File: src/rtl/rsp_pkg.sv
// shared constants and types for the running statistics core
package rsp_pkg;

  localparam int unsigned DEF_MAX_SAMPLES = 256;
  localparam int unsigned VAL_W = 32;
  localparam int unsigned SUM_W = 40;
  localparam int unsigned FRAC_W = 17;
  localparam logic [FRAC_W-1:0] FRAC_RESET = 17'd32768;
  localparam logic [FRAC_W-1:0] FRAC_ONE = 17'd65536;

  typedef enum logic [1:0] {
    ST_OK    = 2'd0,
    ST_EMPTY = 2'd1,
    ST_FULL  = 2'd2
  } status_t;

  typedef enum logic {
    ACT_ADD    = 1'b0,
    ACT_REPORT = 1'b1
  } action_t;

  // word handed from the front classifier to the back engine
  typedef struct packed {
    logic              add;
    logic [VAL_W-1:0]  value;
  } cmd_t;

  typedef enum logic [3:0] {
    BK_IDLE,
    BK_SCAN,
    BK_SHIFT,
    BK_PREP,
    BK_RD_LO,
    BK_RD_HI,
    BK_WAIT,
    BK_MUL,
    BK_DIV,
    BK_DONE
  } back_state_t;

endpackage

File: src/rtl/rsp_if.sv
// valid/ready channel interfaces for the running statistics core
interface rsp_in_if;
  logic        valid;
  logic        ready;
  logic        action;
  logic signed [31:0] sample_value;
  modport source (output valid, output action, output sample_value, input ready);
  modport sink (input valid, input action, input sample_value, output ready);
endinterface


File: src/rtl/rsp_front.sv
// front end: takes input words and queues decoded commands
module rsp_front #(
  parameter int unsigned QDEPTH = 2
) (
  input  logic clk,
  input  logic rst,
  rsp_in_if.sink    in_ch,
  output rsp_pkg::cmd_t cmd,
  output logic      cmd_valid,
  input  logic      cmd_take
);
  localparam int unsigned PW = (QDEPTH > 1) ? $clog2(QDEPTH) : 1;

  rsp_pkg::cmd_t   fifo [QDEPTH];
  logic [PW-1:0]   wr_ptr;
  logic [PW-1:0]   rd_ptr;
  logic [PW:0]     fill;
  logic            push;
  logic            pop;

  assign in_ch.ready = (fill != PW'(0) + (PW+1)'(QDEPTH));
  assign push = in_ch.valid && in_ch.ready;
  assign pop = cmd_valid && cmd_take;
  assign cmd_valid = (fill != '0);
  assign cmd = fifo[rd_ptr];

  always_ff @(posedge clk) begin
    if (push) begin
      fifo[wr_ptr].add <= (in_ch.action == rsp_pkg::ACT_ADD);
      fifo[wr_ptr].value <= in_ch.sample_value;
    end
  end

  always_ff @(posedge clk) begin
    if (rst) begin
      wr_ptr <= '0;
      rd_ptr <= '0;
      fill <= '0;
    end else begin
      if (push) wr_ptr <= (wr_ptr == PW'(QDEPTH-1)) ? '0 : wr_ptr + 1'b1;
      if (pop) rd_ptr <= (rd_ptr == PW'(QDEPTH-1)) ? '0 : rd_ptr + 1'b1;
      fill <= fill + (PW+1)'(push) - (PW+1)'(pop);
    end
  end

  a_fill_bound: assert property (@(posedge clk) disable iff (rst)
    fill <= (PW+1)'(QDEPTH)) else $error("queue overfilled");
  a_no_pop_empty: assert property (@(posedge clk) disable iff (rst)
    pop |-> fill != '0) else $error("pop from empty queue");
  a_push_grows: assert property (@(posedge clk) disable iff (rst)
    push && !pop |=> fill == $past(fill) + 1'b1) else $error("fill count slip");
endmodule

File: src/flat_wrapper.sv
// flat-port wrapper written by rule: the top's interface ports become plain ports
module rsp_front_flat 
#(
  parameter int unsigned QDEPTH = 2
)
  (clk, rst, cmd, cmd_valid, cmd_take, in_ch_valid, in_ch_action, in_ch_sample_value, in_ch_ready);
  rsp_in_if in_ch_i ();
  input  logic clk;
  input  logic rst;
  output rsp_pkg::cmd_t cmd;
  output logic cmd_valid;
  input  logic cmd_take;
  input wire logic [$bits(in_ch_i.valid)-1:0] in_ch_valid;
  input wire logic [$bits(in_ch_i.action)-1:0] in_ch_action;
  input wire logic [$bits(in_ch_i.sample_value)-1:0] in_ch_sample_value;
  output wire logic [$bits(in_ch_i.ready)-1:0] in_ch_ready;
  assign in_ch_i.valid = in_ch_valid;
  assign in_ch_i.action = in_ch_action;
  assign in_ch_i.sample_value = in_ch_sample_value;
  assign in_ch_ready = in_ch_i.ready;
  rsp_front #(.QDEPTH(QDEPTH)) u_core (.clk(clk), .rst(rst), .in_ch(in_ch_i), .cmd(cmd), .cmd_valid(cmd_valid), .cmd_take(cmd_take));
endmodule
File: config.mk
export PLATFORM = sky130hd
export DESIGN_NAME = rsp_front_flat
export DESIGN_NICKNAME = d
export VERILOG_FILES = /design/src/rtl/rsp_pkg.sv /design/src/rtl/rsp_if.sv /design/src/rtl/rsp_front.sv /design/src/flat_wrapper.sv
export SDC_FILE = /design/constraint.sdc
export NUM_CORES = 1
export LEC_CHECK = 0
export BUFFER_PORTS_ARGS = -buffer_cell sky130_fd_sc_hd__buf_4
export CAP_MARGIN = 20
export CORE_MARGIN = 5
export CORE_UTILIZATION = 52
export DETAILED_ROUTE_END_ITERATION = 12
export MAX_ROUTING_LAYER = met4
export PLACE_DENSITY = 0.79
export SLEW_MARGIN = 20
export SYNTH_ARGS = -nofsm -noshare
export SYNTH_HDL_FRONTEND = slang
export SYNTH_SLANG_ARGS = --single-unit
File: constraint.sdc
create_clock -name clk -period 3.4 [get_ports clk]
set_clock_uncertainty 0.15 [all_clocks]
set_input_delay 0.68 -clock clk [delete_from_list [all_inputs] [get_ports clk]]
set_output_delay 0.68 -clock clk [all_outputs]
set_load 0.05 [all_outputs]
==> out/metrics.yaml <==
hold_path:
  hold_path.class: "input port to flop"
timing:
  finalHoldViolCount: 0
  setup_tns_ns: 0
  slew_violations: 0
  finalCritPeriodShare: 0.786
  max_freq_ghz: 0.374
  relSlewSlack: 0.370
  worst_pin_slew_ns: 0.943
  setup_viol: 0
  post-route-min-period_ns: 2.67
  grt_setup_unrepaired: "false"
placement:
  gp_congestion: 0.710
  dp_hpwl_um: 3400
  portBuffers: 71
clock_tree:
  clk_pin_slew_worst_paths_ns: 0.07
  clock_tree.root_cell: "clkbuf_8"
  clk_path_buf_depth: 2
  postCtsSetupBuffers: 0
  cts_buffers: 9
  cts_tree: "yes"
  clock_latency_ns: 0.34
  htreeDepth: 3
  ctsResizeCount: 0
  cts-hold-fix-buffers: 0
  clock_sink_count: 71
floorplanning:
  die-area_mm2: 0.00692
  die_h_um: 83.2
  core_region_area_mm2: 0.00514
  num_io_pins: 72
  die_w_um: 83.2
  num_rows: 26
  start_util: 0.542
power:
  total_power_uw: 3140
  total_leakage_power_uw: 0.00144
  ir_drop_v: 0.000488
  power_per_cell_area_mw_per_mm2: 873
global_route:
  grt_overflow: 0
  antenna_found_initial: 0
  grt_pass1_vias: 1533
  grt_pass1_wl_um: 7300
  grt_util_all_layers: 0.144
  grt_max_degree: 34
setup_path:
  cp_max_fo: 19
  rrSetupSlack_ns: 1.40
  arrival_ns: 1.84
  end_kind: "primary output"
  crit_type: "flop to primary output"
  critPathLaunchType: "flop"
  cp.required_ns: 2.57
cells_and_area:
  diodes: 0
  layout.nets: 250
  nFillCells: 365
  drive_gt1_frac: 0.588
  area_growth_pct: 29.0
yosys:
  synth-seq-cells: 71
  yosysTopAreaCellShare: 0.712
  yosys-top-cells-area: "edfxtp_1 (71%), mux2_4 (16%), dfxtp_1 (3.6%), buf_12 (2.2%), mux2_2 (1.2%)"
  netlist_instances: 131
  yosys.cell_types.count: 22
  synth.largest_area_cell: "edfxtp_1"
  avgSynthCellArea_um2: 21.3
  syn_nets: 170
  synth.cell_area_mm2: 0.00278
  yosysSeqAreaShare: 0.748
  yosys_warnings: 0
detailed_routing:
  wire_per_inst_um: 16.3
  final_antenna_net_count: 0
  num_vias: 1393
  firstDrtPassIters: 4
  drt-initial-drc-count: 41
  drc: 0
  wl_um: 4660
  drt-vias-per-instance: 4.87
flow_run:
  maxCapViolations: 0
outcome:
  status: "complete, no violations"
[worst max-delay path, cell delays in order (launching register included)]
cell and delay [ns]:
dfxtp_2 0.74, buf_12 0.25, mux2_4 0.32, buf_4 0.19
[cells in the final DEF (no fill, tap or decap), drive strengths merged]
cell type	Yosys	layout
nand3	1	1
buf	4	73
and2	2	2
nand2b	2	2
clkbuf	0	10
edfxtp	66	66
nor2b	2	2
o21ai	1	1
inv	3	3
bufinv	0	2
mux2	33	33
and3	1	1
o21a	1	1
xor2	1	1
xnor2	1	1
nor2	4	4
clkinv	0	4
or2	1	1
ha	2	2
dfxtp	5	5
nor3	1	1
[report_power, final]
group          internal [µW]  total (µW)  leakage [µW]  switching (µW)
Sequential              1110        1190      0.000657            84.2
Combinational            477        1220      0.000665             744
Clock                    430         721      0.000116             291
[Yosys cell counts]
library cell / number
nand2b_2: 1
nor2_1: 4
and3_1: 1
ha_1: 2
nand2b_1: 1
and2_4: 1
inv_1: 3
o21a_1: 1
mux2_2: 3
and2_1: 1
nor3_1: 1
or2_2: 1
o21ai_1: 1
buf_6: 1
nor2b_1: 2
mux2_4: 30
dfxtp_1: 5
xnor2_1: 1
edfxtp_1: 66
nand3_1: 1
buf_12: 3
xor2_1: 1
[flip-flops by register name, indices dropped and copies added (netlist names), named ones only]
| signal | count |
|---|---|
| u_core.fifo | 66 |
| u_core.rd_ptr | 1 |
| u_core.fill | 2 |
| u_core.wr_ptr | 1 |
[cell type report]
type | instances | area, µm² | share of cell area
Timing Repair Buffer | 73 | 561 | 0.156
Inverter | 3 | 11.3 | 0.00314
Multi-Input combinational cell | 53 | 627 | 0.175
Sequential cell | 71 | 2080 | 0.580
Clock buffer | 10 | 138 | 0.0383
Clock inverter | 6 | 83.8 | 0.0233
Tap cell | 70 | 87.6 | 0.0244
[routing by layer]
metal  track usage  vias up  part of all wire  routed length, µm
met5             -        -                 0                  0
met4        0.0669        0             0.018                 84
met3        0.0673        9             0.072                337
met2         0.237       44              0.53               2470
met1         0.144      677              0.38               1770
li1              -      663                 -                  -
[path summary, 6_finish.rpt]
check                              start                 end  cells past startpoint
hold reg to reg            u_core.rd_ptr       u_core.rd_ptr                      2
setup reg to reg          u_core.fill[0]  u_core.fifo[0][14]                      3
hold / removal    in_ch_sample_value[21]  u_core.fifo[1][21]                      1
setup / recovery                    flop             cmd[15]                      3
[logic make-up (layout without fill, tap and decap cells)]
logic type / count (synthesis) / in the layout / synth area share
multiplexers: 33 / 33 / 0.174
buffers and inverters: 7 / 92 / 0.0297
AO/OA/AOI/OAI: 2 / 2 / 0.00449
adder cells (fa/ha/maj): 2 / 2 / 0.00899
XOR/XNOR: 2 / 2 / 0.00629
flip-flops: 71 / 71 / 0.748
AND/OR/NAND/NOR: 14 / 14 / 0.0288
[through the flow]
step                      std cells  setup WS [ns]  utilization  hold WS, ns  cell area [µm²]
final                           286          0.729        0.699        0.372             3590
after floorplan                 131          0.460            -        0.314             2780
after global placement          270           1.11        0.656        0.346             3370
after global routing            286          0.647        0.699        0.348             3590
after detailed placement        270           1.07        0.656        0.357             3370
after CTS                       286          0.700        0.699        0.355             3590
No activity file was read; power rests on OpenSTA's default activity.
